===== src/jrsp_pkg.sv =====
// Shared types and constants for the joystick rate servo positioner.
// No dependencies; imported by jrsp_div and joystick_rate_servo_positioner.
`default_nettype none

package jrsp_pkg;

    // Geometry
    localparam int NUM_AXES     = 2;
    localparam int CAL_SAMPLES  = 10;
    localparam int AXIS_W       = 1;
    localparam int SAMPLE_W     = 10;
    localparam int ANGLE_W      = 8;
    localparam int DZ_W         = 9;
    localparam int STEP_W       = 4;
    localparam int SUM_W        = 14;
    localparam int CNT_W        = $clog2(CAL_SAMPLES + 1);
    localparam int AXIS_CNT_W   = $clog2(NUM_AXES + 1);

    // Shared divider sizes
    localparam int DVD_W        = SUM_W;
    localparam int DVS_W        = SAMPLE_W;
    localparam int DIV_CNT_W    = $clog2(DVD_W);

    // Fixed values
    localparam int SAMPLE_FULL  = 1023;
    localparam int RESET_ANGLE  = 90;

    // Configuration port
    localparam int CFG_IDX_W    = 2;
    localparam int CFG_DATA_W   = DZ_W;

    localparam logic [CFG_IDX_W-1:0] CFG_DEADZONE  = 2'd0;
    localparam logic [CFG_IDX_W-1:0] CFG_ANGLE_MIN = 2'd1;
    localparam logic [CFG_IDX_W-1:0] CFG_ANGLE_MAX = 2'd2;
    localparam logic [CFG_IDX_W-1:0] CFG_MAX_STEP  = 2'd3;

    // Stream widths
    localparam int S_TDATA_W    = 16;
    localparam int M_TDATA_W    = 16;

    typedef enum logic [2:0] {
        ST_IDLE,
        ST_PREP,
        ST_DIV,
        ST_MOVE,
        ST_OUT
    } state_t;

    // Request into the shared divider
    typedef struct packed {
        logic               start;
        logic [DVD_W-1:0]   dividend;
        logic [DVS_W-1:0]   divisor;
    } div_req_t;

    // Response from the shared divider
    typedef struct packed {
        logic               done;
        logic [DVD_W-1:0]   quotient;
    } div_rsp_t;

endpackage

`default_nettype wire


===== src/jrsp_div.sv =====
// Iterative restoring divider, one quotient bit per cycle.
// Depends on jrsp_pkg for widths and the request/response structs.
`default_nettype none

module jrsp_div (
    input  wire                 aclk,
    input  wire                 aresetn,
    input  jrsp_pkg::div_req_t  req,
    output jrsp_pkg::div_rsp_t  rsp
);
    import jrsp_pkg::*;

    logic                   busy_reg;
    logic                   done_reg;
    logic [DIV_CNT_W-1:0]   cnt_reg;
    logic [DVD_W-1:0]       dvd_reg;
    logic [DVS_W-1:0]       dvs_reg;
    logic [DVS_W:0]         rem_reg;

    logic [DVS_W:0]         rem_shift;
    logic                   q_bit;
    logic [DVS_W:0]         rem_new;

    // One restoring step: shift in the next dividend bit, subtract if it fits
    always_comb begin
        rem_shift = {rem_reg[DVS_W-1:0], dvd_reg[DVD_W-1]};
        q_bit     = (rem_shift >= {1'b0, dvs_reg});
        rem_new   = q_bit ? (rem_shift - {1'b0, dvs_reg}) : rem_shift;
    end

    // Control
    always_ff @(posedge aclk) begin
        if (!aresetn) begin
            busy_reg <= 1'b0;
            done_reg <= 1'b0;
            cnt_reg  <= '0;
        end else begin
            done_reg <= busy_reg && (cnt_reg == DIV_CNT_W'(DVD_W - 1));
            if (req.start) begin
                busy_reg <= 1'b1;
                cnt_reg  <= '0;
            end else if (busy_reg) begin
                cnt_reg <= cnt_reg + 1'b1;
                if (cnt_reg == DIV_CNT_W'(DVD_W - 1)) begin
                    busy_reg <= 1'b0;
                end
            end
        end
    end

    // Datapath: quotient bits shift into the dividend register
    always_ff @(posedge aclk) begin
        if (req.start) begin
            dvd_reg <= req.dividend;
            dvs_reg <= req.divisor;
            rem_reg <= '0;
        end else if (busy_reg) begin
            dvd_reg <= {dvd_reg[DVD_W-2:0], q_bit};
            rem_reg <= rem_new;
        end
    end

    assign rsp.done     = done_reg;
    assign rsp.quotient = dvd_reg;

endmodule

`default_nettype wire


===== src/joystick_rate_servo_positioner.sv =====
// Joystick rate servo positioner: top level, sequencer and per-axis state.
// Depends on jrsp_pkg and jrsp_div.
//
// Each input transaction carries one joystick reading for one axis, tagged in
// s_tuser as calibration (0) or control (1). Calibration readings are summed
// per axis; every CAL_SAMPLES-th one sets the axis center to the truncated
// average. A control reading outside center +/- deadzone is scaled to a step
// of up to max_step degrees, which moves that axis's servo angle within
// [angle_min, angle_max]. Every input gives exactly one output transaction
// with the axis, its angle and a moved flag. The block handles one item at a
// time: a calibration reading that does not close a run, or a control reading
// inside the neutral band, goes from acceptance through the preparation and
// output states to the result register; a reading that needs a division also
// waits in the division state on the single shared divider, which produces one
// quotient bit per cycle over 14 bits, and a control reading then passes a
// move state before the output state. A new input is accepted once the
// previous item has reached the result register, even if that result has not
// been taken yet. Configuration writes take effect at once and are meant to be
// made while the block is idle.
`default_nettype none

module joystick_rate_servo_positioner (
    input  wire                                  aclk,
    input  wire                                  aresetn,
    // Configuration
    input  wire                                  cfg_wr_en,
    input  wire  [jrsp_pkg::CFG_IDX_W-1:0]       cfg_index,
    input  wire  [jrsp_pkg::CFG_DATA_W-1:0]      cfg_wdata,
    // Input stream
    input  wire                                  s_tvalid,
    output logic                                 s_tready,
    input  wire  [jrsp_pkg::S_TDATA_W-1:0]       s_tdata,  // [0] axis, [10:1] sample
    input  wire                                  s_tuser,  // [0] req_type
    // Result stream
    output logic                                 m_tvalid,
    input  wire                                  m_tready,
    output logic [jrsp_pkg::M_TDATA_W-1:0]       m_tdata   // [0] servo_index,
                                                           // [8:1] servo_angle, [9] moved
);
    import jrsp_pkg::*;

    // Configuration registers
    logic [DZ_W-1:0]        deadzone_reg;
    logic [ANGLE_W-1:0]     angle_min_reg;
    logic [ANGLE_W-1:0]     angle_max_reg;
    logic [STEP_W-1:0]      max_step_reg;

    // Per-axis state
    logic [SAMPLE_W-1:0]    center_reg [NUM_AXES];
    logic [SUM_W-1:0]       sum_reg    [NUM_AXES];
    logic [CNT_W-1:0]       count_reg  [NUM_AXES];
    logic [ANGLE_W-1:0]     pos_reg    [NUM_AXES];

    // Sequencer
    state_t                 state_reg, state_next;

    // Latched item
    logic                   type_reg;
    logic [AXIS_W-1:0]      axis_reg;
    logic [SAMPLE_W-1:0]    sample_reg;
    logic                   below_reg;
    logic signed [5:0]      step_reg;
    logic                   moved_reg;

    // Result register
    logic                   m_valid_reg;
    logic [M_TDATA_W-1:0]   m_data_reg;

    div_req_t               div_req;
    div_rsp_t               div_rsp;

    // Working signals
    logic                   axis_ok;
    logic [SAMPLE_W-1:0]    center;
    logic [ANGLE_W-1:0]     pos;
    logic [SUM_W-1:0]       sum_new;
    logic [CNT_W:0]         cnt_new;
    logic                   cal_full;
    logic signed [11:0]     lo;
    logic [11:0]            hi;
    logic                   is_below;
    logic                   is_above;
    logic [11:0]            hi_span;
    logic [SAMPLE_W-1:0]    scale_in;
    logic [SUM_W-1:0]       product;
    logic signed [5:0]      step_calc;
    logic signed [9:0]      target;
    logic signed [9:0]      mn_s;
    logic signed [9:0]      mx_s;
    logic                   step_neg;
    logic                   blocked;
    logic [ANGLE_W-1:0]     pos_new;
    logic                   out_free;

    jrsp_div u_div (
        .aclk    (aclk),
        .aresetn (aresetn),
        .req     (div_req),
        .rsp     (div_rsp)
    );

    // Per-item lookups and arithmetic
    always_comb begin
        axis_ok  = (AXIS_CNT_W'(axis_reg) < AXIS_CNT_W'(NUM_AXES));
        center   = center_reg[axis_reg];
        pos      = pos_reg[axis_reg];

        // Calibration accumulate
        sum_new  = sum_reg[axis_reg] + SUM_W'(sample_reg);
        cnt_new  = {1'b0, count_reg[axis_reg]} + 1'b1;
        cal_full = (cnt_new >= (CNT_W + 1)'(CAL_SAMPLES));

        // Neutral band bounds
        lo       = $signed({2'b00, center}) - $signed({3'b000, deadzone_reg});
        hi       = {2'b00, center} + {3'b000, deadzone_reg};
        is_below = $signed({2'b00, sample_reg}) < lo;
        is_above = {2'b00, sample_reg} > hi;
        hi_span  = 12'(SAMPLE_FULL) - hi;

        // Below the band the reading itself is scaled, above it the distance
        // past the upper edge (hi is below 1023 there, so it fits 10 bits)
        scale_in = is_below ? sample_reg : (sample_reg - hi[SAMPLE_W-1:0]);
        product  = SUM_W'(scale_in) * SUM_W'(max_step_reg);

        // Step from quotient (quotient never exceeds max_step)
        step_calc = below_reg
                  ? ($signed({1'b0, div_rsp.quotient[4:0]}) - $signed({2'b00, max_step_reg}))
                  : $signed({1'b0, div_rsp.quotient[4:0]});

        // Move and clamp
        target   = $signed({2'b00, pos}) + 10'(step_reg);
        mn_s     = $signed({2'b00, angle_min_reg});
        mx_s     = $signed({2'b00, angle_max_reg});
        step_neg = step_reg < 0;
        blocked  = (step_reg == 0)
                || ((pos <= angle_min_reg) && step_neg)
                || ((pos >= angle_max_reg) && !step_neg);
        if (target <= mn_s) begin
            pos_new = angle_min_reg;
        end else if (target >= mx_s) begin
            pos_new = angle_max_reg;
        end else begin
            pos_new = target[ANGLE_W-1:0];
        end

        out_free = !m_valid_reg || m_tready;
    end

    // Next state and divider request
    always_comb begin
        state_next       = state_reg;
        div_req.start    = 1'b0;
        div_req.dividend = type_reg ? product : sum_new;
        div_req.divisor  = !type_reg ? DVS_W'(CAL_SAMPLES)
                         : (is_below ? lo[DVS_W-1:0] : hi_span[DVS_W-1:0]);
        case (state_reg)
            ST_IDLE: begin
                if (s_tvalid) begin
                    state_next = ST_PREP;
                end
            end
            ST_PREP: begin
                if (!axis_ok) begin
                    state_next = ST_OUT;
                end else if (!type_reg) begin
                    if (cal_full) begin
                        div_req.start = 1'b1;
                        state_next    = ST_DIV;
                    end else begin
                        state_next = ST_OUT;
                    end
                end else if (is_below || is_above) begin
                    div_req.start = 1'b1;
                    state_next    = ST_DIV;
                end else begin
                    state_next = ST_OUT;
                end
            end
            ST_DIV: begin
                if (div_rsp.done) begin
                    state_next = type_reg ? ST_MOVE : ST_OUT;
                end
            end
            ST_MOVE: begin
                state_next = ST_OUT;
            end
            ST_OUT: begin
                if (out_free) begin
                    state_next = ST_IDLE;
                end
            end
            default: begin
                state_next = ST_IDLE;
            end
        endcase
    end

    always_ff @(posedge aclk) begin
        if (!aresetn) begin
            state_reg <= ST_IDLE;
        end else begin
            state_reg <= state_next;
        end
    end

    // Configuration writes
    always_ff @(posedge aclk) begin
        if (!aresetn) begin
            deadzone_reg  <= DZ_W'(40);
            angle_min_reg <= ANGLE_W'(1);
            angle_max_reg <= ANGLE_W'(170);
            max_step_reg  <= STEP_W'(5);
        end else if (cfg_wr_en) begin
            case (cfg_index)
                CFG_DEADZONE:  deadzone_reg  <= cfg_wdata;
                CFG_ANGLE_MIN: angle_min_reg <= cfg_wdata[ANGLE_W-1:0];
                CFG_ANGLE_MAX: angle_max_reg <= cfg_wdata[ANGLE_W-1:0];
                CFG_MAX_STEP:  max_step_reg  <= cfg_wdata[STEP_W-1:0];
                default: begin
                end
            endcase
        end
    end

    // Per-axis state updates
    always_ff @(posedge aclk) begin
        if (!aresetn) begin
            for (int i = 0; i < NUM_AXES; i++) begin
                center_reg[i] <= '0;
                sum_reg[i]    <= '0;
                count_reg[i]  <= '0;
                pos_reg[i]    <= ANGLE_W'(RESET_ANGLE);
            end
        end else begin
            if (state_reg == ST_PREP && axis_ok && !type_reg) begin
                if (cal_full) begin
                    sum_reg[axis_reg]   <= '0;
                    count_reg[axis_reg] <= '0;
                end else begin
                    sum_reg[axis_reg]   <= sum_new;
                    count_reg[axis_reg] <= cnt_new[CNT_W-1:0];
                end
            end
            if (state_reg == ST_DIV && div_rsp.done && !type_reg) begin
                center_reg[axis_reg] <= div_rsp.quotient[SAMPLE_W-1:0];
            end
            if (state_reg == ST_MOVE && !blocked) begin
                pos_reg[axis_reg] <= pos_new;
            end
        end
    end

    // Item latch and step bookkeeping
    always_ff @(posedge aclk) begin
        if (s_tvalid && s_tready) begin
            type_reg   <= s_tuser;
            axis_reg   <= s_tdata[AXIS_W-1:0];
            sample_reg <= s_tdata[AXIS_W +: SAMPLE_W];
        end
        if (state_reg == ST_PREP) begin
            below_reg <= is_below;
            moved_reg <= 1'b0;
        end
        if (state_reg == ST_DIV && div_rsp.done) begin
            step_reg <= step_calc;
        end
        if (state_reg == ST_MOVE) begin
            moved_reg <= !blocked;
        end
    end

    // Result register
    always_ff @(posedge aclk) begin
        if (!aresetn) begin
            m_valid_reg <= 1'b0;
        end else if (state_reg == ST_OUT && out_free) begin
            m_valid_reg <= 1'b1;
        end else if (m_tready) begin
            m_valid_reg <= 1'b0;
        end
    end

    always_ff @(posedge aclk) begin
        if (state_reg == ST_OUT && out_free) begin
            m_data_reg <= M_TDATA_W'({moved_reg && axis_ok,
                                      axis_ok ? pos : ANGLE_W'(0),
                                      axis_reg});
        end
    end

    assign s_tready = (state_reg == ST_IDLE);
    assign m_tvalid = m_valid_reg;
    assign m_tdata  = m_data_reg;

    // Checks
    a_accept_to_prep: assert property (@(posedge aclk) disable iff (!aresetn)
        (s_tvalid && s_tready) |=> (state_reg == ST_PREP))
        else $error("accepted item did not enter preparation");

    a_div_start_prep: assert property (@(posedge aclk) disable iff (!aresetn)
        div_req.start |-> (state_reg == ST_PREP))
        else $error("divider started outside preparation");

    a_div_leave: assert property (@(posedge aclk) disable iff (!aresetn)
        (state_reg == ST_DIV && div_rsp.done) |=> (state_reg != ST_DIV))
        else $error("sequencer stuck after divider finished");

    a_center_source: assert property (@(posedge aclk) disable iff (!aresetn)
        (center_reg[0] != $past(center_reg[0])) |-> $past(state_reg == ST_DIV))
        else $error("axis center changed without a division");

    a_result_load: assert property (@(posedge aclk) disable iff (!aresetn)
        (state_reg == ST_OUT && out_free) |=> (m_valid_reg && state_reg == ST_IDLE))
        else $error("result not loaded on leaving output state");

endmodule

`default_nettype wire


===== config.mk =====
export PLATFORM = sky130hd
export DESIGN_NAME = joystick_rate_servo_positioner
export DESIGN_NICKNAME = d
export VERILOG_FILES = /design/src/jrsp_pkg.sv /design/src/jrsp_div.sv /design/src/joystick_rate_servo_positioner.sv
export SDC_FILE = /design/constraint.sdc
export NUM_CORES = 1
export LEC_CHECK = 0
export ABC_CLOCK_PERIOD_IN_PS = 8000
export BUFFER_PORTS_ARGS = -buffer_cell sky130_fd_sc_hd__buf_2
export CORE_MARGIN = 2
export CORE_UTILIZATION = 27
export CTS_BUF_LIST = sky130_fd_sc_hd__clkbuf_4 sky130_fd_sc_hd__clkbuf_8
export DETAILED_ROUTE_END_ITERATION = 16
export GPL_TIMING_DRIVEN = 1
export PLACE_DENSITY = 0.45
export SKIP_CTS_REPAIR_TIMING = 1
export SYNTH_ARGS = -nofsm -noshare
export SYNTH_HDL_FRONTEND = slang
export SYNTH_SLANG_ARGS = --single-unit

===== constraint.sdc =====
create_clock -name aclk -period 8 [get_ports aclk]
set_input_delay 1.2 -clock aclk [delete_from_list [all_inputs] [get_ports aclk]]
set_output_delay 1.2 -clock aclk [all_outputs]
set_load 0.005 [all_outputs]

**After elaboration in Yosys (flattened, before gate mapping)**

Memories as Yosys holds them, arrays and structs flattened. A register that Yosys moved wholly into a read port is not among the register bits.
Index checks and enable logic that the tools add are counted.

- Register bits after elaboration: 103
- Bits in writable memories: 72
- Input port bits: 33
- Word-level logic and storage cells: 151
- Memories: 4

- Add/sub/neg operators: 10
- Multiply operators: 1
- $lt $le $gt $ge: 9
- Equal/unequal tests: 11
- Mux-type cells: 60
- Bitwise logic cells: 3
- Reduce and logical (&&, ||, !) cells: 33

Memories:

| memory | depth | bits a word | read ports | clocked after Yosys merged registers in | write ports | line | text |
|---|---|---|---|---|---|---|---|
| sum_reg | 2 | 14 | 1 | 1 | 2 | joystick_rate_servo_positioner.sv:50 | `logic [SUM_W-1:0] sum_reg [NUM_AXES];` |
| center_reg | 2 | 10 | 1 | 1 | 2 | joystick_rate_servo_positioner.sv:49 | `logic [SAMPLE_W-1:0] center_reg [NUM_AXES];` |
| pos_reg | 2 | 8 | 1 | 1 | 2 | joystick_rate_servo_positioner.sv:52 | `logic [ANGLE_W-1:0] pos_reg [NUM_AXES];` |
| count_reg | 2 | 4 | 1 | 1 | 2 | joystick_rate_servo_positioner.sv:51 | `logic [CNT_W-1:0] count_reg [NUM_AXES];` |

Operators with widths:

| kind | count |
|---|---|
| two-way mux 14 bit | 5 |
| two-way mux 10 bit | 4 |
| two-way mux 1 bit | 37 |
| logical NOT 32 bit | 1 |
| two-way mux 8 bit | 3 |
| two-way mux 3 bit | 7 |
| subtractor 10 bit | 2 |
| one-hot mux 3 bit (5 select lines) | 1 |
| adder 14 x 10 -> 14 bit | 1 |
| multiplier 10 x 4 -> 14 bit | 1 |
| OR reduction 14 bit | 1 |
| adder 10 x 9 -> 11 bit | 1 |
| greater-or-equal comparator 11 x 10 -> 1 bit | 1 |
| > comparator 10 x 11 -> 1 bit | 1 |
| < comparator 11 bit | 1 |
| subtractor 10 x 9 -> 11 bit | 1 |
| adder 9 x 6 -> 10 bit | 1 |
| greater-or-equal comparator 10 x 9 -> 1 bit | 1 |
| <= comparator 10 x 9 -> 1 bit | 1 |
| OR reduction 10 bit | 1 |
| subtractor 10 bit (first input constant) | 1 |
| logical AND 1 bit | 9 |
| greater-or-equal comparator 8 bit | 1 |
| <= comparator 8 bit | 1 |
| other kinds (27) | 43 |

**Depth between registers and ports, before layout**

- Word-level depth: 11
- Depth in mapped cells: 36
- Depth with buffers taken out: 31

**Hierarchy**

Synthesis repeated with hierarchy kept, for this count alone.

- Cells, all modules: 1,335
- Area total of the unflattened synthesis: 13,161.4 um2

By module, submodules not included:

| module | instances | cells each | area each (um2) | seq. area each (um2) |
|---|---|---|---|---|
| joystick_rate_servo_positioner | 1 | 1,132 | 10,936.7 | 3,743.6 |
| jrsp_div | 1 | 203 | 2,224.6 | 1,041.0 |

**Worst setup path after synthesis**

Ideal clock, no wire load.

- Path kind: register -> register
- From: register (tool-made name)
- To: register u_div.dvd_reg[12] (data pin)
- Library setup time: 0.260 ns
- Arrival: 7.629 ns
- Path slack: 0.110 ns
- Cell stages (with the launch flop): 36
- Path buffers: 5
- Period minus slack after synthesis: 7.890 ns
- Cell sequence: dfxtp_1 buf_2 buf_2 buf_1 buf_1 mux2i_1 ha_1 inv_1 fa_1 a311oi_2 o21ai_1 o21ai_0 nand2b_1 xnor2_1 ha_1 and4_1 a21oi_1 nand3_1 nor3_1 buf_2 nor2_1 a21oi_1 nor2_1 fa_1 inv_1 fa_1 inv_1 ha_1 nor2b_1 o21a_1 o31ai_1 a21oi_1 a31oi_1 xor2_1 mux2i_1 mux2_4

RTL lines:

| what | line | text |
|---|---|---|
| end signal: assignment | jrsp_div.sv:54 | `dvd_reg <= req.dividend;` |
| end signal: assignment | jrsp_div.sv:58 | `dvd_reg <= {dvd_reg[DVD_W-2:0], q_bit};` |
| end: declaration | jrsp_div.sv:16 | `logic [DVD_W-1:0] dvd_reg;` |

==> impl_metrics.csv <==
group,metric,value,unit
worst_setup_path,worstSetupPathType,"reg -> reg",
synth,yosysWarnings,0,
final_layout,drive_above_1_share,12.4,%
placed_design,placed_cells,1903,
routing,viasPerCell,4.71,
worst_setup_path,crit_arrival,7.89,ns
clock_tree,h-tree-depth,4,
worst_setup_path,crit_fanout,8,
worst_hold_path,hold_path_class,"reg -> reg",
sta,worst_pin_slew,1.15,ns
status,status,"complete, no violations",
synth,synth_top_area_share,30.1,%
routing,vias,9110,
grt,grtUsageTotal,14.2,%
synth,synthCells,1284,
synth,yosys.area_share.simple,16.3,%
routing,first_iter_violations,512,
sta,min_period_over_period,95.5,%
grt,grt_remaining_overflow,0,
die,coreArea,46300,um2
worst_setup_path,worst_setup_path_endpoint,"u_div.dvd_reg[12]$_DFFE_PP_",
final_layout,largest_register_ffs,28,
die,ios,51,
synth,synth_top_area_cell,"edfxtp_1",
worst_setup_path,end_kind,"flop",
worst_setup_path,r2r_slack,0.36,ns
synth,ys_seq_area_share,38.0,%
synth,syn_avg_cell_area,9.80,um2
clock_tree,clk_latency,0.50,ns
clock_tree,cts_num_sinks,176,
clock_tree,cts_tree,"done",
synth,yosys-top-cells-area,"edfxtp_1 (30%), ha_1 (12%), dfxtp_1 (8.0%), nor2_1 (4.1%), mux2i_1 (3.7%)",
synth,yosysUniqueCellTypes,71,
synth,synth_most_common_cell,"nor2_1",
die,initial_core_util,27.2,%
synth,muxShareOfSynthArea,8.15,%
sta,finalCriticalPeriod,7.64,ns
power_and_ir_drop,power_density,264,nW/um2
final_layout,area_delta_synth_final,11.0,%
synth,synthAdderAreaFrac,16.1,%
final_layout,finalNonFillerCells,1936,
sta,rsz0062_at_grt,"false",
sta,fmax,131,MHz
sta,setup_viol,0,
routing,ant_nets,0,
power_and_ir_drop,vdd_drop_max,0.148,mV
grt,grt_pass1_vias,9126,
sta,report.final.hold_viol_count,0,
synth,synth_compound_area_share,12.5,%
routing,wl_per_cell,17.3,um
sta,drv_slew,0,
worst_setup_path,crit_path_top_delay_cell,"fa_1",
synth,yosys_most_used_dff,"edfxtp_1",
routing,drc,0,
synth,synth_top_family_by_area,"simple AND/OR/NAND/NOR gates",
placed_design,dp_hpwl,26000,um
grt,grt_max_degree,49,
synth,synth-edff-count,126,
placed_design,gp_congestion,0.839,
flow_run,cap_violations,0,
final_layout,nNetsFinal,1497,
clock_tree,path_clk_slew,0.10,ns
power_and_ir_drop,p_leak,5.69,nW
worst_setup_path,start_kind,"flop",
die,die_h,220,um
grt,grt_pass1_wl,51700,um
placed_design,io_buffers,39,
worst_setup_path,cp_slowest_stage_delay,0.54,ns
worst_setup_path,cp_data_required_time,8.25,ns
sta,slew_headroom,22.9,%
grt,antenna_found_initial,0,
worst_setup_path,r2r-end,"u_div.dvd_reg[12]$_DFFE_PP_",
final_layout,n_antenna_cell,0,
die,fp.dieW,220,um
synth,synthTopCellsByCount,"nor2_1 (139), edfxtp_1 (126), ha_1 (125)",
clock_tree,cts_max_path_buffers,2,
sta,skew,0.0186,ns
synth,ys_ff_latch,176,
die,row_count,79,
routing,drt-total-wl,33500,um
sta,tns,0,ns
die,die_area,48400,um2
worst_setup_path,reg2reg_depth,30,
synth,netlist_area,12600,um2
synth,synth-async-reset-ratio,0,%
routing,dr.pass1.iters,5,
clock_tree,numCtsBuffers,17,
clock_tree,cts_root_buffer,"clkbuf_8",
synth,synth_xor_area_share,4.10,%
## per-layer routing
metal / share of wire, % / GRT usage, % / wire length [um] / vias up
met2: 48 / 24.2 / 16100 / 110
met3: 2.7 / 2.07 / 906 / 27
met5: 0 / 0 / 0 / -
met4: 1.7 / 4.45 / 554 / 0
li1: - / - / - / 4573
met1: 48 / 18.4 / 15900 / 4400
## cells in the final DEF (no fill, tap or decap), types with 4 or more instances in the layout
| cell type | count |
|---|---|
| nor2_1 | 139 |
| edfxtp_1 | 126 |
| ha_1 | 125 |
| inv_1 | 100 |
| nand2_1 | 90 |
| a21oi_1 | 57 |
| dfxtp_1 | 49 |
| o21ai_0 | 47 |
| mux2i_1 | 45 |
| buf_2 | 39 |
| nor2b_1 | 36 |
| mux2_2 | 36 |
| xnor2_1 | 34 |
| and2_1 | 30 |
| nand2b_1 | 25 |
| nand3_1 | 24 |
| xor2_1 | 24 |
| fa_1 | 23 |
| nor3_1 | 21 |
| a21o_1 | 19 |
| a211oi_1 | 17 |
| clkbuf_8 | 17 |
| o211ai_1 | 14 |
| buf_4 | 14 |
| a21boi_0 | 13 |
| nand4_1 | 12 |
| o21a_1 | 11 |
| mux2_4 | 10 |
| or2_2 | 9 |
| or3_1 | 9 |
| and3_1 | 7 |
| a31oi_1 | 7 |
| nor3b_1 | 6 |
| conb_1 | 6 |
| o2111ai_1 | 5 |
| o31ai_1 | 5 |
| o21ai_1 | 4 |
| o21bai_1 | 4 |
| clkinvlp_4 | 4 |
| bufinv_16 | 4 |
## power by group
| part | leakage (nW) | internal, mW | switching (mW) |
|---|---|---|---|
| Clock | 0.210 | 0.349 | 0.359 |
| Sequential | 1.62 | 1.07 | 0.0681 |
| Combinational | 3.86 | 0.771 | 1.07 |
| Total | 5.69 | 2.19 | 1.50 |
## how the worst min path moves through the flow
stage                       startpoint              endpoint  slack [ns]  cells past startpoint
2_1_floorplan  moved_reg$_SDFFCE_PP0P_  m_tdata[9]$_DFFE_PP_        0.40                      0
3_3_place_gp   moved_reg$_SDFFCE_PP0P_  m_tdata[9]$_DFFE_PP_        0.42                      0
3_5_place_dp   moved_reg$_SDFFCE_PP0P_  m_tdata[9]$_DFFE_PP_        0.43                      0
4_1_cts        moved_reg$_SDFFCE_PP0P_  m_tdata[9]$_DFFE_PP_        0.47                      0
5_1_grt        moved_reg$_SDFFCE_PP0P_  m_tdata[9]$_DFFE_PP_        0.48                      0
6_report       moved_reg$_SDFFCE_PP0P_  m_tdata[9]$_DFFE_PP_        0.46                      0
## stage by stage
| step | power (mW) | hold WS (ns) | instance area (um2) | util, % | setup WS [ns] |
|---|---|---|---|---|---|
| floorplan | 2.48 | 0.400 | 12600 | - | 0.110 |
| global placement | 2.97 | 0.422 | 13500 | 29.1 | 0.0837 |
| detailed placement | 2.98 | 0.427 | 13500 | 29.1 | 0.0630 |
| CTS | 3.71 | 0.467 | 13900 | 30.1 | 0.00501 |
| global route | 3.99 | 0.481 | 14000 | 30.2 | 0.0146 |
| finish | 3.69 | 0.465 | 14000 | 30.2 | 0.361 |
## cells by family (layout without fill, tap and decap cells)
logic type	after synthesis	in the layout
adders and majority gates	148	148
AOI/OAI and AO/OA	235	235
other	1	6
DFF	176	176
buffers and inverters	151	191
xor gates and xnor gates	59	59
and+or+nand+nor	421	421
muxes	93	93
## layout make-up
type                            instances  area (um2)
Timing Repair Buffer                   54         320
Sequential cell                       176        4790
Tap cell                              607         759
Clock inverter                         13         186
Clock buffer                           19         249
Multi-Input combinational cell        962        7270
Inverter                              105         394
Fill cell                            4856       32300
## worst max-delay path, delay by kind of cell, from the launching register on
| kind | cells | cell delay (ns) |
|---|---|---|
| buffers and inverters | 4 | 0.30 |
| xor gates and xnor gates | 2 | 0.62 |
| DFF | 1 | 0.44 |
| and+or+nand+nor | 6 | 1.11 |
| muxes | 3 | 0.74 |
| AOI/OAI and AO/OA | 9 | 1.86 |
| adders and majority gates | 6 | 2.30 |
No activity file was read; power rests on OpenSTA's default activity.
